File: src/design/bouncing_ball_physics_step_unit_assert.svh
// assertion macros for the ball step unit
`ifndef BOUNCING_BALL_PHYSICS_STEP_UNIT_ASSERT_SVH
`define BOUNCING_BALL_PHYSICS_STEP_UNIT_ASSERT_SVH

// same-cycle implication
`define BBPS_ASSERT_IMP(name, ante, cons) \
	name: assert property (@(posedge clk) disable iff (!arst_n) (ante) |-> (cons)) \
		else $error("bbps assertion failed");

// next-cycle implication
`define BBPS_ASSERT_NEXT(name, ante, cons) \
	name: assert property (@(posedge clk) disable iff (!arst_n) (ante) |=> (cons)) \
		else $error("bbps assertion failed");

`endif

File: src/design/bbps_pkg.sv
package bbps_pkg;

	localparam int CFG_IDX_W  = 2;
	localparam int CFG_DATA_W = 20;

	typedef enum logic [CFG_IDX_W-1:0] {
		CFG_DROP_HEIGHT = 2'd0,
		CFG_DAMPING     = 2'd1,
		CFG_GRAVITY     = 2'd2
	} cfg_idx_t;

	localparam logic [18:0] DROP_RST  = 19'd131072;
	localparam logic [15:0] DAMP_RST  = 16'd58982;
	localparam logic [19:0] GRAV_RST  = 20'd642253;
	localparam logic [18:0] DROP_MIN  = 19'd39322;
	localparam logic [18:0] DROP_MAX  = 19'd262144;
	localparam logic [15:0] DT_MAX    = 16'd3277;

	localparam logic signed [23:0] RADIUS   = 24'sd32768;
	localparam logic signed [23:0] WALL_POS = 24'sd98304;
	localparam logic signed [23:0] WALL_NEG = -24'sd98304;
	localparam logic [47:0]        REST_SQ_LIMIT = 48'd96636765;

	typedef struct packed {
		logic [18:0] drop_height;
		logic [15:0] damping;
		logic [19:0] gravity;
	} cfg_t;

	typedef struct packed {
		logic              en;
		logic signed [24:0] a;
		logic signed [24:0] b;
	} mul_req_t;

	function automatic logic signed [23:0] sat24(input logic signed [35:0] v);
		if (v > 36'sd8388607) begin
			return 24'sd8388607;
		end
		if (v < -36'sd8388608) begin
			return -24'sd8388608;
		end
		return v[23:0];
	endfunction

	function automatic logic signed [35:0] sx36(input logic signed [23:0] v);
		return {{12{v[23]}}, v};
	endfunction

	function automatic logic signed [24:0] sx25(input logic signed [23:0] v);
		return {v[23], v};
	endfunction

	// product in q16 scaling, rounded toward minus infinity
	function automatic logic signed [35:0] q16(input logic signed [49:0] p);
		return {{2{p[49]}}, p[49:16]};
	endfunction

	function automatic logic [23:0] kinetic(input logic [47:0] sq);
		logic [30:0] e;
		e = sq[47:17];
		if (e > 31'd16777215) begin
			return 24'hFFFFFF;
		end
		return e[23:0];
	endfunction

endpackage

File: src/design/bbps_ifs.sv
interface bbps_in_if;
	logic        valid;
	logic        ready;
	logic        cmd;
	logic [15:0] time_step;

	modport source(output valid, cmd, time_step, input ready);
	modport sink(input valid, cmd, time_step, output ready);
endinterface

interface bbps_out_if;
	logic               valid;
	logic               ready;
	logic signed [23:0] pos_x;
	logic signed [23:0] pos_y;
	logic signed [23:0] vel_x;
	logic signed [23:0] vel_y;
	logic [15:0]        bounces;
	logic               resting;
	logic [23:0]        first_energy;
	logic [23:0]        last_energy;

	modport source(output valid, pos_x, pos_y, vel_x, vel_y, bounces, resting,
		first_energy, last_energy, input ready);
	modport sink(input valid, pos_x, pos_y, vel_x, vel_y, bounces, resting,
		first_energy, last_energy, output ready);
endinterface

interface bbps_cfg_if;
	logic                            valid;
	logic                            ready;
	logic [bbps_pkg::CFG_IDX_W-1:0]  index;
	logic [bbps_pkg::CFG_DATA_W-1:0] data;

	modport source(output valid, index, data, input ready);
	modport sink(input valid, index, data, output ready);
endinterface

File: src/design/bbps_cfg.sv
module bbps_cfg (
	input  logic            clk,
	input  logic            arst_n,
	bbps_cfg_if.sink        cfg,
	output bbps_pkg::cfg_t  regs
);

	logic [18:0] drop_q;
	logic [15:0] damp_q;
	logic [19:0] grav_q;

	assign cfg.ready = 1'b1;

	always_ff @(posedge clk or negedge arst_n) begin
		if (!arst_n) begin
			drop_q <= bbps_pkg::DROP_RST;
			damp_q <= bbps_pkg::DAMP_RST;
			grav_q <= bbps_pkg::GRAV_RST;
		end else if (cfg.valid) begin
			case (bbps_pkg::cfg_idx_t'(cfg.index))
				bbps_pkg::CFG_DROP_HEIGHT: drop_q <= cfg.data[18:0];
				bbps_pkg::CFG_DAMPING:     damp_q <= cfg.data[15:0];
				bbps_pkg::CFG_GRAVITY:     grav_q <= cfg.data[19:0];
				default: ;
			endcase
		end
	end

	assign regs.drop_height = drop_q;
	assign regs.damping     = damp_q;
	assign regs.gravity     = grav_q;

endmodule

File: src/design/bbps_mul.sv
module bbps_mul (
	input  logic                 clk,
	input  bbps_pkg::mul_req_t   req,
	output logic signed [49:0]   prod
);

	logic signed [49:0] prod_q;

	always_ff @(posedge clk) begin
		if (req.en) begin
			prod_q <= req.a * req.b;
		end
	end

	assign prod = prod_q;

endmodule

File: src/design/bouncing_ball_physics_step_unit.sv
// channel   | dir | payload
// step_in   | in  | cmd, time_step
// step_out  | out | pos_x, pos_y, vel_x, vel_y, bounces, resting, first_energy, last_energy
// cfg       | in  | index, data (drop_height, damping, gravity)
//
// a reset command or a tick at rest goes straight to the output; a tick in the air updates
// vy, x and y, a contact adds damping; one 25x25 multiplier does every product
// arst_n returns the registers to their defaults and drops the ball from 2.0
// a finished word waits in the output register; the next word is accepted meanwhile
// step_in is not ready while a tick is in the sequencer, nor while a finished word
// waits for the output register to drain
module bouncing_ball_physics_step_unit (
	input  logic        clk,
	input  logic        arst_n,
	bbps_in_if.sink     step_in,
	bbps_out_if.source  step_out,
	bbps_cfg_if.sink    cfg
);

	typedef enum logic [3:0] {
		ST_IDLE,
		ST_VY_UPD,
		ST_PX_UPD,
		ST_PY_UPD,
		ST_SQ_X,
		ST_SQ_SUM,
		ST_FLOOR,
		ST_DAMP_Y,
		ST_DAMP_X,
		ST_KE_X,
		ST_KE_SUM,
		ST_KE_LOAD,
		ST_WALL,
		ST_WALL_DAMP,
		ST_DONE
	} state_t;

	state_t state_q;

	bbps_pkg::cfg_t     regs;
	bbps_pkg::mul_req_t req;
	logic signed [49:0] prod;

	logic signed [23:0] x_q, y_q, vx_q, vy_q;
	logic [15:0]        bounce_q;
	logic               rest_q;
	logic               awaiting_q;
	logic [23:0]        e_init_q, e_cur_q;
	logic [11:0]        dt_q;
	logic [47:0]        sq_q;

	logic               out_valid_q;
	logic signed [23:0] o_x_q, o_y_q, o_vx_q, o_vy_q;
	logic [15:0]        o_bounce_q;
	logic               o_rest_q;
	logic [23:0]        o_e_init_q, o_e_cur_q;

	logic               accept;
	logic [15:0]        dt_clamp;
	logic [18:0]        drop_clamp;
	logic signed [23:0] y_new;

	bbps_cfg u_cfg (
		.clk    (clk),
		.arst_n (arst_n),
		.cfg    (cfg),
		.regs   (regs)
	);

	bbps_mul u_mul (
		.clk  (clk),
		.req  (req),
		.prod (prod)
	);

	assign step_in.ready = (state_q == ST_IDLE);
	assign accept        = step_in.valid && step_in.ready;

	assign dt_clamp = (step_in.time_step > bbps_pkg::DT_MAX) ? bbps_pkg::DT_MAX
		: step_in.time_step;

	always_comb begin
		drop_clamp = regs.drop_height;
		if (regs.drop_height < bbps_pkg::DROP_MIN) begin
			drop_clamp = bbps_pkg::DROP_MIN;
		end
		if (regs.drop_height > bbps_pkg::DROP_MAX) begin
			drop_clamp = bbps_pkg::DROP_MAX;
		end
	end

	assign y_new = bbps_pkg::sat24(bbps_pkg::sx36(y_q) + bbps_pkg::q16(prod));

	// operand select for the shared multiplier
	always_comb begin
		req.en = 1'b0;
		req.a  = '0;
		req.b  = '0;
		case (state_q)
			ST_IDLE: begin
				req.en = accept;
				req.a  = {5'b0, regs.gravity};
				req.b  = {9'b0, dt_clamp};
			end
			ST_VY_UPD: begin
				req.en = 1'b1;
				req.a  = bbps_pkg::sx25(vx_q);
				req.b  = {13'b0, dt_q};
			end
			ST_PX_UPD: begin
				req.en = 1'b1;
				req.a  = bbps_pkg::sx25(vy_q);
				req.b  = {13'b0, dt_q};
			end
			ST_PY_UPD, ST_KE_X: begin
				req.en = 1'b1;
				req.a  = bbps_pkg::sx25(vx_q);
				req.b  = bbps_pkg::sx25(vx_q);
			end
			ST_SQ_X, ST_DAMP_X: begin
				req.en = 1'b1;
				req.a  = bbps_pkg::sx25(vy_q);
				req.b  = bbps_pkg::sx25(vy_q);
			end
			ST_FLOOR: begin
				req.en = 1'b1;
				req.a  = -bbps_pkg::sx25(vy_q);
				req.b  = {9'b0, regs.damping};
			end
			ST_DAMP_Y: begin
				req.en = 1'b1;
				req.a  = bbps_pkg::sx25(vx_q);
				req.b  = {9'b0, regs.damping};
			end
			ST_WALL: begin
				req.en = 1'b1;
				req.a  = -bbps_pkg::sx25(vx_q);
				req.b  = {9'b0, regs.damping};
			end
			default: ;
		endcase
	end

	always_ff @(posedge clk or negedge arst_n) begin
		if (!arst_n) begin
			state_q     <= ST_IDLE;
			x_q         <= '0;
			y_q         <= 24'(bbps_pkg::DROP_RST);
			vx_q        <= '0;
			vy_q        <= '0;
			bounce_q    <= '0;
			rest_q      <= 1'b0;
			awaiting_q  <= 1'b1;
			e_init_q    <= '0;
			e_cur_q     <= '0;
			dt_q        <= '0;
			sq_q        <= '0;
			out_valid_q <= 1'b0;
			o_x_q       <= '0;
			o_y_q       <= '0;
			o_vx_q      <= '0;
			o_vy_q      <= '0;
			o_bounce_q  <= '0;
			o_rest_q    <= 1'b0;
			o_e_init_q  <= '0;
			o_e_cur_q   <= '0;
		end else begin
			if (state_q == ST_DONE && (!out_valid_q || step_out.ready)) begin
				out_valid_q <= 1'b1;
			end else if (step_out.ready) begin
				out_valid_q <= 1'b0;
			end
			case (state_q)
				ST_IDLE: begin
					if (accept) begin
						if (step_in.cmd) begin
							x_q        <= '0;
							y_q        <= 24'(drop_clamp);
							vx_q       <= '0;
							vy_q       <= '0;
							bounce_q   <= '0;
							rest_q     <= 1'b0;
							awaiting_q <= 1'b1;
							e_init_q   <= '0;
							e_cur_q    <= '0;
							state_q    <= ST_DONE;
						end else if (rest_q) begin
							state_q <= ST_DONE;
						end else begin
							dt_q    <= dt_clamp[11:0];
							state_q <= ST_VY_UPD;
						end
					end
				end
				ST_VY_UPD: begin
					vy_q    <= bbps_pkg::sat24(bbps_pkg::sx36(vy_q) - bbps_pkg::q16(prod));
					state_q <= ST_PX_UPD;
				end
				ST_PX_UPD: begin
					x_q     <= bbps_pkg::sat24(bbps_pkg::sx36(x_q) + bbps_pkg::q16(prod));
					state_q <= ST_PY_UPD;
				end
				ST_PY_UPD: begin
					if (y_new < bbps_pkg::RADIUS) begin
						y_q     <= bbps_pkg::RADIUS;
						state_q <= ST_SQ_X;
					end else begin
						y_q     <= y_new;
						state_q <= ST_WALL;
					end
				end
				ST_SQ_X, ST_KE_X: begin
					sq_q    <= prod[47:0];
					state_q <= (state_q == ST_SQ_X) ? ST_SQ_SUM : ST_KE_SUM;
				end
				ST_SQ_SUM, ST_KE_SUM: begin
					sq_q    <= sq_q + prod[47:0];
					state_q <= (state_q == ST_SQ_SUM) ? ST_FLOOR : ST_KE_LOAD;
				end
				ST_FLOOR: begin
					if (awaiting_q) begin
						e_init_q   <= bbps_pkg::kinetic(sq_q);
						awaiting_q <= 1'b0;
					end
					if (bounce_q != 16'hFFFF) begin
						bounce_q <= bounce_q + 16'd1;
					end
					if (sq_q < bbps_pkg::REST_SQ_LIMIT) begin
						vx_q    <= '0;
						vy_q    <= '0;
						rest_q  <= 1'b1;
						e_cur_q <= '0;
						state_q <= ST_WALL;
					end else begin
						state_q <= ST_DAMP_Y;
					end
				end
				ST_DAMP_Y: begin
					vy_q    <= bbps_pkg::sat24(bbps_pkg::q16(prod));
					state_q <= ST_DAMP_X;
				end
				ST_DAMP_X: begin
					vx_q    <= bbps_pkg::sat24(bbps_pkg::q16(prod));
					state_q <= ST_KE_X;
				end
				ST_KE_LOAD: begin
					e_cur_q <= bbps_pkg::kinetic(sq_q);
					state_q <= ST_WALL;
				end
				ST_WALL: begin
					if (x_q < bbps_pkg::WALL_NEG) begin
						x_q     <= bbps_pkg::WALL_NEG;
						state_q <= ST_WALL_DAMP;
					end else if (x_q > bbps_pkg::WALL_POS) begin
						x_q     <= bbps_pkg::WALL_POS;
						state_q <= ST_WALL_DAMP;
					end else begin
						state_q <= ST_DONE;
					end
				end
				ST_WALL_DAMP: begin
					vx_q    <= bbps_pkg::sat24(bbps_pkg::q16(prod));
					state_q <= ST_DONE;
				end
				ST_DONE: begin
					if (!out_valid_q || step_out.ready) begin
						o_x_q       <= x_q;
						o_y_q       <= y_q;
						o_vx_q      <= vx_q;
						o_vy_q      <= vy_q;
						o_bounce_q  <= bounce_q;
						o_rest_q    <= rest_q;
						o_e_init_q  <= e_init_q;
						o_e_cur_q   <= e_cur_q;
						state_q     <= ST_IDLE;
					end
				end
				default: state_q <= ST_IDLE;
			endcase
		end
	end

	assign step_out.valid        = out_valid_q;
	assign step_out.pos_x        = o_x_q;
	assign step_out.pos_y        = o_y_q;
	assign step_out.vel_x        = o_vx_q;
	assign step_out.vel_y        = o_vy_q;
	assign step_out.bounces      = o_bounce_q;
	assign step_out.resting      = o_rest_q;
	assign step_out.first_energy = o_e_init_q;
	assign step_out.last_energy  = o_e_cur_q;

	`include "bouncing_ball_physics_step_unit_assert.svh"

	`BBPS_ASSERT_IMP(a_rest_still, out_valid_q && o_rest_q, o_vx_q == 24'sd0 && o_vy_q == 24'sd0)
	`BBPS_ASSERT_IMP(a_above_floor, out_valid_q, o_y_q >= bbps_pkg::RADIUS)
	`BBPS_ASSERT_IMP(a_inside_walls, out_valid_q, o_x_q >= bbps_pkg::WALL_NEG && o_x_q <= bbps_pkg::WALL_POS)
	`BBPS_ASSERT_IMP(a_no_hit_energy, out_valid_q && o_bounce_q == 16'd0, (o_e_init_q | o_e_cur_q) == '0)
	`BBPS_ASSERT_NEXT(a_busy_after_take, step_in.valid && step_in.ready, !step_in.ready)

endmodule

File: src/flat_wrapper.sv
// flat-port wrapper written by rule: the top's interface ports become plain ports
module bouncing_ball_physics_step_unit_flat 
  (clk, arst_n, step_in_valid, step_in_cmd, step_in_time_step, step_in_ready, step_out_valid, step_out_pos_x, step_out_pos_y, step_out_vel_x, step_out_vel_y, step_out_bounces, step_out_resting, step_out_first_energy, step_out_last_energy, step_out_ready, cfg_valid, cfg_index, cfg_data, cfg_ready);
  bbps_in_if step_in_i ();
  bbps_out_if step_out_i ();
  bbps_cfg_if cfg_i ();
  input  logic clk;
  input  logic arst_n;
  input wire logic [$bits(step_in_i.valid)-1:0] step_in_valid;
  input wire logic [$bits(step_in_i.cmd)-1:0] step_in_cmd;
  input wire logic [$bits(step_in_i.time_step)-1:0] step_in_time_step;
  output wire logic [$bits(step_in_i.ready)-1:0] step_in_ready;
  output wire logic [$bits(step_out_i.valid)-1:0] step_out_valid;
  output wire logic [$bits(step_out_i.pos_x)-1:0] step_out_pos_x;
  output wire logic [$bits(step_out_i.pos_y)-1:0] step_out_pos_y;
  output wire logic [$bits(step_out_i.vel_x)-1:0] step_out_vel_x;
  output wire logic [$bits(step_out_i.vel_y)-1:0] step_out_vel_y;
  output wire logic [$bits(step_out_i.bounces)-1:0] step_out_bounces;
  output wire logic [$bits(step_out_i.resting)-1:0] step_out_resting;
  output wire logic [$bits(step_out_i.first_energy)-1:0] step_out_first_energy;
  output wire logic [$bits(step_out_i.last_energy)-1:0] step_out_last_energy;
  input wire logic [$bits(step_out_i.ready)-1:0] step_out_ready;
  input wire logic [$bits(cfg_i.valid)-1:0] cfg_valid;
  input wire logic [$bits(cfg_i.index)-1:0] cfg_index;
  input wire logic [$bits(cfg_i.data)-1:0] cfg_data;
  output wire logic [$bits(cfg_i.ready)-1:0] cfg_ready;
  assign step_in_i.valid = step_in_valid;
  assign step_in_i.cmd = step_in_cmd;
  assign step_in_i.time_step = step_in_time_step;
  assign step_in_ready = step_in_i.ready;
  assign step_out_valid = step_out_i.valid;
  assign step_out_pos_x = step_out_i.pos_x;
  assign step_out_pos_y = step_out_i.pos_y;
  assign step_out_vel_x = step_out_i.vel_x;
  assign step_out_vel_y = step_out_i.vel_y;
  assign step_out_bounces = step_out_i.bounces;
  assign step_out_resting = step_out_i.resting;
  assign step_out_first_energy = step_out_i.first_energy;
  assign step_out_last_energy = step_out_i.last_energy;
  assign step_out_i.ready = step_out_ready;
  assign cfg_i.valid = cfg_valid;
  assign cfg_i.index = cfg_index;
  assign cfg_i.data = cfg_data;
  assign cfg_ready = cfg_i.ready;
  bouncing_ball_physics_step_unit u_core (.clk(clk), .arst_n(arst_n), .step_in(step_in_i), .step_out(step_out_i), .cfg(cfg_i));
endmodule
File: config.mk
export PLATFORM = sky130hd
export DESIGN_NAME = bouncing_ball_physics_step_unit_flat
export DESIGN_NICKNAME = d
export VERILOG_FILES = /design/src/design/bbps_pkg.sv /design/src/design/bbps_ifs.sv /design/src/design/bbps_cfg.sv /design/src/design/bbps_mul.sv /design/src/design/bouncing_ball_physics_step_unit.sv /design/src/flat_wrapper.sv
export VERILOG_INCLUDE_DIRS = /design/src /design/src/design
export SDC_FILE = /design/constraint.sdc
export NUM_CORES = 2
export LEC_CHECK = 0
export BUFFER_PORTS_ARGS = -buffer_cell sky130_fd_sc_hd__clkbuf_2
export CAP_MARGIN = 20
export CORE_MARGIN = 2
export CORE_UTILIZATION = 29
export CTS_BUF_LIST = sky130_fd_sc_hd__clkbuf_2 sky130_fd_sc_hd__clkbuf_4 sky130_fd_sc_hd__clkbuf_8
export CTS_CLUSTER_DIAMETER = 40
export DETAILED_ROUTE_END_ITERATION = 10
export GPL_ROUTABILITY_DRIVEN = 0
export GPL_TIMING_DRIVEN = 1
export PLACE_DENSITY_LB_ADDON = 0.15
export SLEW_MARGIN = 25
export SYNTH_ARGS = -nofsm -noshare
export SYNTH_HDL_FRONTEND = slang
export SYNTH_SLANG_ARGS = --single-unit
File: constraint.sdc
create_clock -name clk -period 29.6 [get_ports clk]
set_input_delay 5.92 -clock clk [delete_from_list [all_inputs] [get_ports clk]]
set_output_delay 5.92 -clock clk [all_outputs]
set_load 0.05 [all_outputs]
==> impl_metrics.json <==
{
  "status": "finished clean",
  "postCtsSetupBuffers": 0,
  "cts_tree": "built",
  "hpwl_um": 150600,
  "area_growth_pct": 12.06,
  "hold_depth": 2,
  "yosys.cell_types.count": 92,
  "core-area_mm2": 0.1829,
  "hold_buffers": 0,
  "rsz0062_at_grt": "false",
  "rr_worst_depth": 32,
  "grt_pass1_vias": 45070,
  "cts_root_buffer": "clkbuf_8",
  "cpMaxStageDelayCell": "fa_1",
  "post_cts_resized": 0,
  "reg2reg_slack_ns": 18.26,
  "clockBufferDepth": 3,
  "ant_nets": 0,
  "antenna_found_initial": 13,
  "path_class": "in2reg",
  "netlist_area_mm2": 0.05335,
  "dieHeight_um": 432.9,
  "worstPathMaxFanout": 25,
  "grt_pass1_wl_um": 294600,
  "finalSetupTns_ns": 0,
  "synth_edf_count": 50,
  "synthDominantCellAreaShare": 0.2488,
  "cp.buffers_inverters": 7,
  "clock_skew_ns": 0.05767,
  "wire_per_inst_um": 23.03,
  "critPathLaunchType": "input port",
  "yosysSeqAreaShare": 0.2365,
  "layout_common_cells": "inv_1 (912), fa_1 (663), nand2_1 (648)",
  "drcViolationCount": 0,
  "period_needed_ns": 14.91,
  "cap_viol_max_count": 0,
  "wl_um": 197700,
  "synth_top_flop_cell": "dfrtp_1",
  "ios": 208,
  "ys_ff_latch": 493,
  "syn_inst": 5874,
  "ys_warn_count": 0,
  "drive_gt1_frac": 0.1393,
  "rows": 157,
  "initial_utilization": 0.2917,
  "grt-ovfl-total": 0,
  "finalSetupViolCount": 0,
  "synth_area_leaders": "fa_1 (25%), dfrtp_1 (20%), ha_1 (6.9%)",
  "fin_nets": 7029,
  "htreeDepth": 3,
  "drtPass1Iterations": 8,
  "fp.dieW_um": 432.9,
  "worst_pin_slew_ns": 1.138,
  "worstSkewPairLatency_ns": 0.82,
  "viasPerCell": 5.046,
  "slew_violations": 0,
  "cts_sinks": 493,
  "async_reset_ff_frac": 0.8986,
  "avgSynthCellArea_um2": 9.082,
  "required_ns": 30.10,
  "track_usage": 0.2104,
  "crit_path_end_kind": "flop",
  "layout_commonest_cell": "inv_1",
  "dieArea_mm2": 0.1874,
  "cts_buffers": 95,
  "report.final.hold_viol_count": 0,
  "max_freq_mhz": 67.08,
  "clkSlewWorstSetupHoldPaths_ns": 0.06,
  "drtIter0Drc": 2915,
  "slew_headroom": 0.2392,
  "crit_cells": 31,
  "numPortBuffers": 206,
  "min_path_type": "reg2reg",
  "post-route-period-util": 0.5037,
  "grt_max_degree": 101,
  "crit_family": "adder cells",
  "path_common_cell": "fa_1",
  "yosysTopAreaCell": "fa_1",
  "routed-via-count": 43320,
  "critical_path_arrival_ns": 15.41,
  "critPathMaxStageDelay_ns": 0.71
}
layout make-up:
class	count	area (um2)
Fill cell	19250	123100
Multi-Input combinational cell	4191	36490
Sequential cell	493	12620
Inverter	912	3423
Tap cell	2464	3083
Timing Repair Buffer	336	2021
Clock buffer	132	1648
Clock inverter	45	473.0
Antenna cell	12	30.03
registers in the layout, summed over array words and instances (netlist names), 20 cells and up:
register and flops:
u_core.e_cur_q 24, u_core.u_cfg.grav_q 20, u_core.step_out.vel_x 24, u_core.step_out.pos_x 24
u_core.step_out.first_energy 24, u_core.e_init_q 24, u_core.sq_q 48, u_core.y_q 24
u_core.step_out.last_energy 24, u_core.u_mul.prod 50, u_core.step_out.vel_y 24, u_core.vx_q 24
u_core.vy_q 24, u_core.step_out.pos_y 24, u_core.x_q 24
worst register-to-register path, delay by kind of cell (launching register included):
family / cells / cell delay, ns
and+or+nand+nor: 13 / 3.93
xor gates and xnor gates: 1 / 0.13
DFF: 1 / 0.61
buffers and inverters: 5 / 0.73
adders and majority gates: 8 / 3.89
AOI/OAI and AO/OA: 5 / 1.77
logic make-up after synthesis:
group           synth area share
compound gates            0.1336
xor+xnor                 0.03284
flops                     0.2365
buf+inv                  0.08448
fa+ha+maj                 0.3175
other cells            0.0001408
mux                      0.05458
simple gates              0.1403
worst paths after layout:
kind / to / start
setup / recovery: u_core.u_mul.prod[49]$_DFFE_PP_ / step_in_time_step[4]
hold / removal: u_core.dt_q[8]$_DFFE_PN0P_ / u_core.dt_q[8]$_DFFE_PN0P_
setup reg to reg: u_core.u_mul.prod[49]$_DFFE_PP_ / u_core.vy_q[4]$_DFFE_PN0P_
hold reg to reg: u_core.dt_q[8]$_DFFE_PN0P_ / u_core.dt_q[8]$_DFFE_PN0P_
max in group asynchronous: u_core.vy_q[8]$_DFFE_PN0P_ / arst_n
min in group asynchronous: u_core.step_out.pos_x[5]$_DFFE_PN0P_ / arst_n
synthesized netlist by cell type (all sizes together) (40+ instances only):
| cell | number |
|---|---|
| nor3 | 70 |
| dfrtp | 420 |
| inv | 912 |
| nand2b | 52 |
| o22ai | 52 |
| a22oi | 68 |
| xnor2 | 126 |
| a21o | 103 |
| nor2 | 544 |
| edfxtp | 50 |
| o21ai | 223 |
| a21oi | 289 |
| ha | 293 |
| xor2 | 74 |
| nand2 | 649 |
| fa | 663 |
| clkbuf | 253 |
| nand3 | 81 |
| mux2 | 223 |
| mux2i | 40 |
| a211oi | 54 |
metal layers:
metal,up-vias,part of all wire,GRT usage
met4,8,0.034,0.06815
met1,22170,0.44,0.2793
met3,285,0.050,0.02786
met5,-,0.00021,0
met2,1157,0.47,0.3528
li1,19700,-,-
per-stage QoR:
step | instance area (um2) | instances | setup WS [ns] | utilization | hold slack, ns
after detailed placement | 57610 | 8396 | 13.92 | 0.3150 | 0.4568
after floorplan | 53350 | 5875 | 15.20 | - | 0.4389
final | 59780 | 8585 | 14.69 | 0.3269 | 0.4717
after CTS | 59730 | 8573 | 14.76 | 0.3266 | 0.4695
after global routing | 59760 | 8575 | 14.20 | 0.3268 | 0.5017
after global placement | 57610 | 8396 | 14.05 | 0.3150 | 0.4546
Power is left out: the tool's default activity adds up to more than one toggle a clock period on the data nets, which glitch-free logic cannot reach.
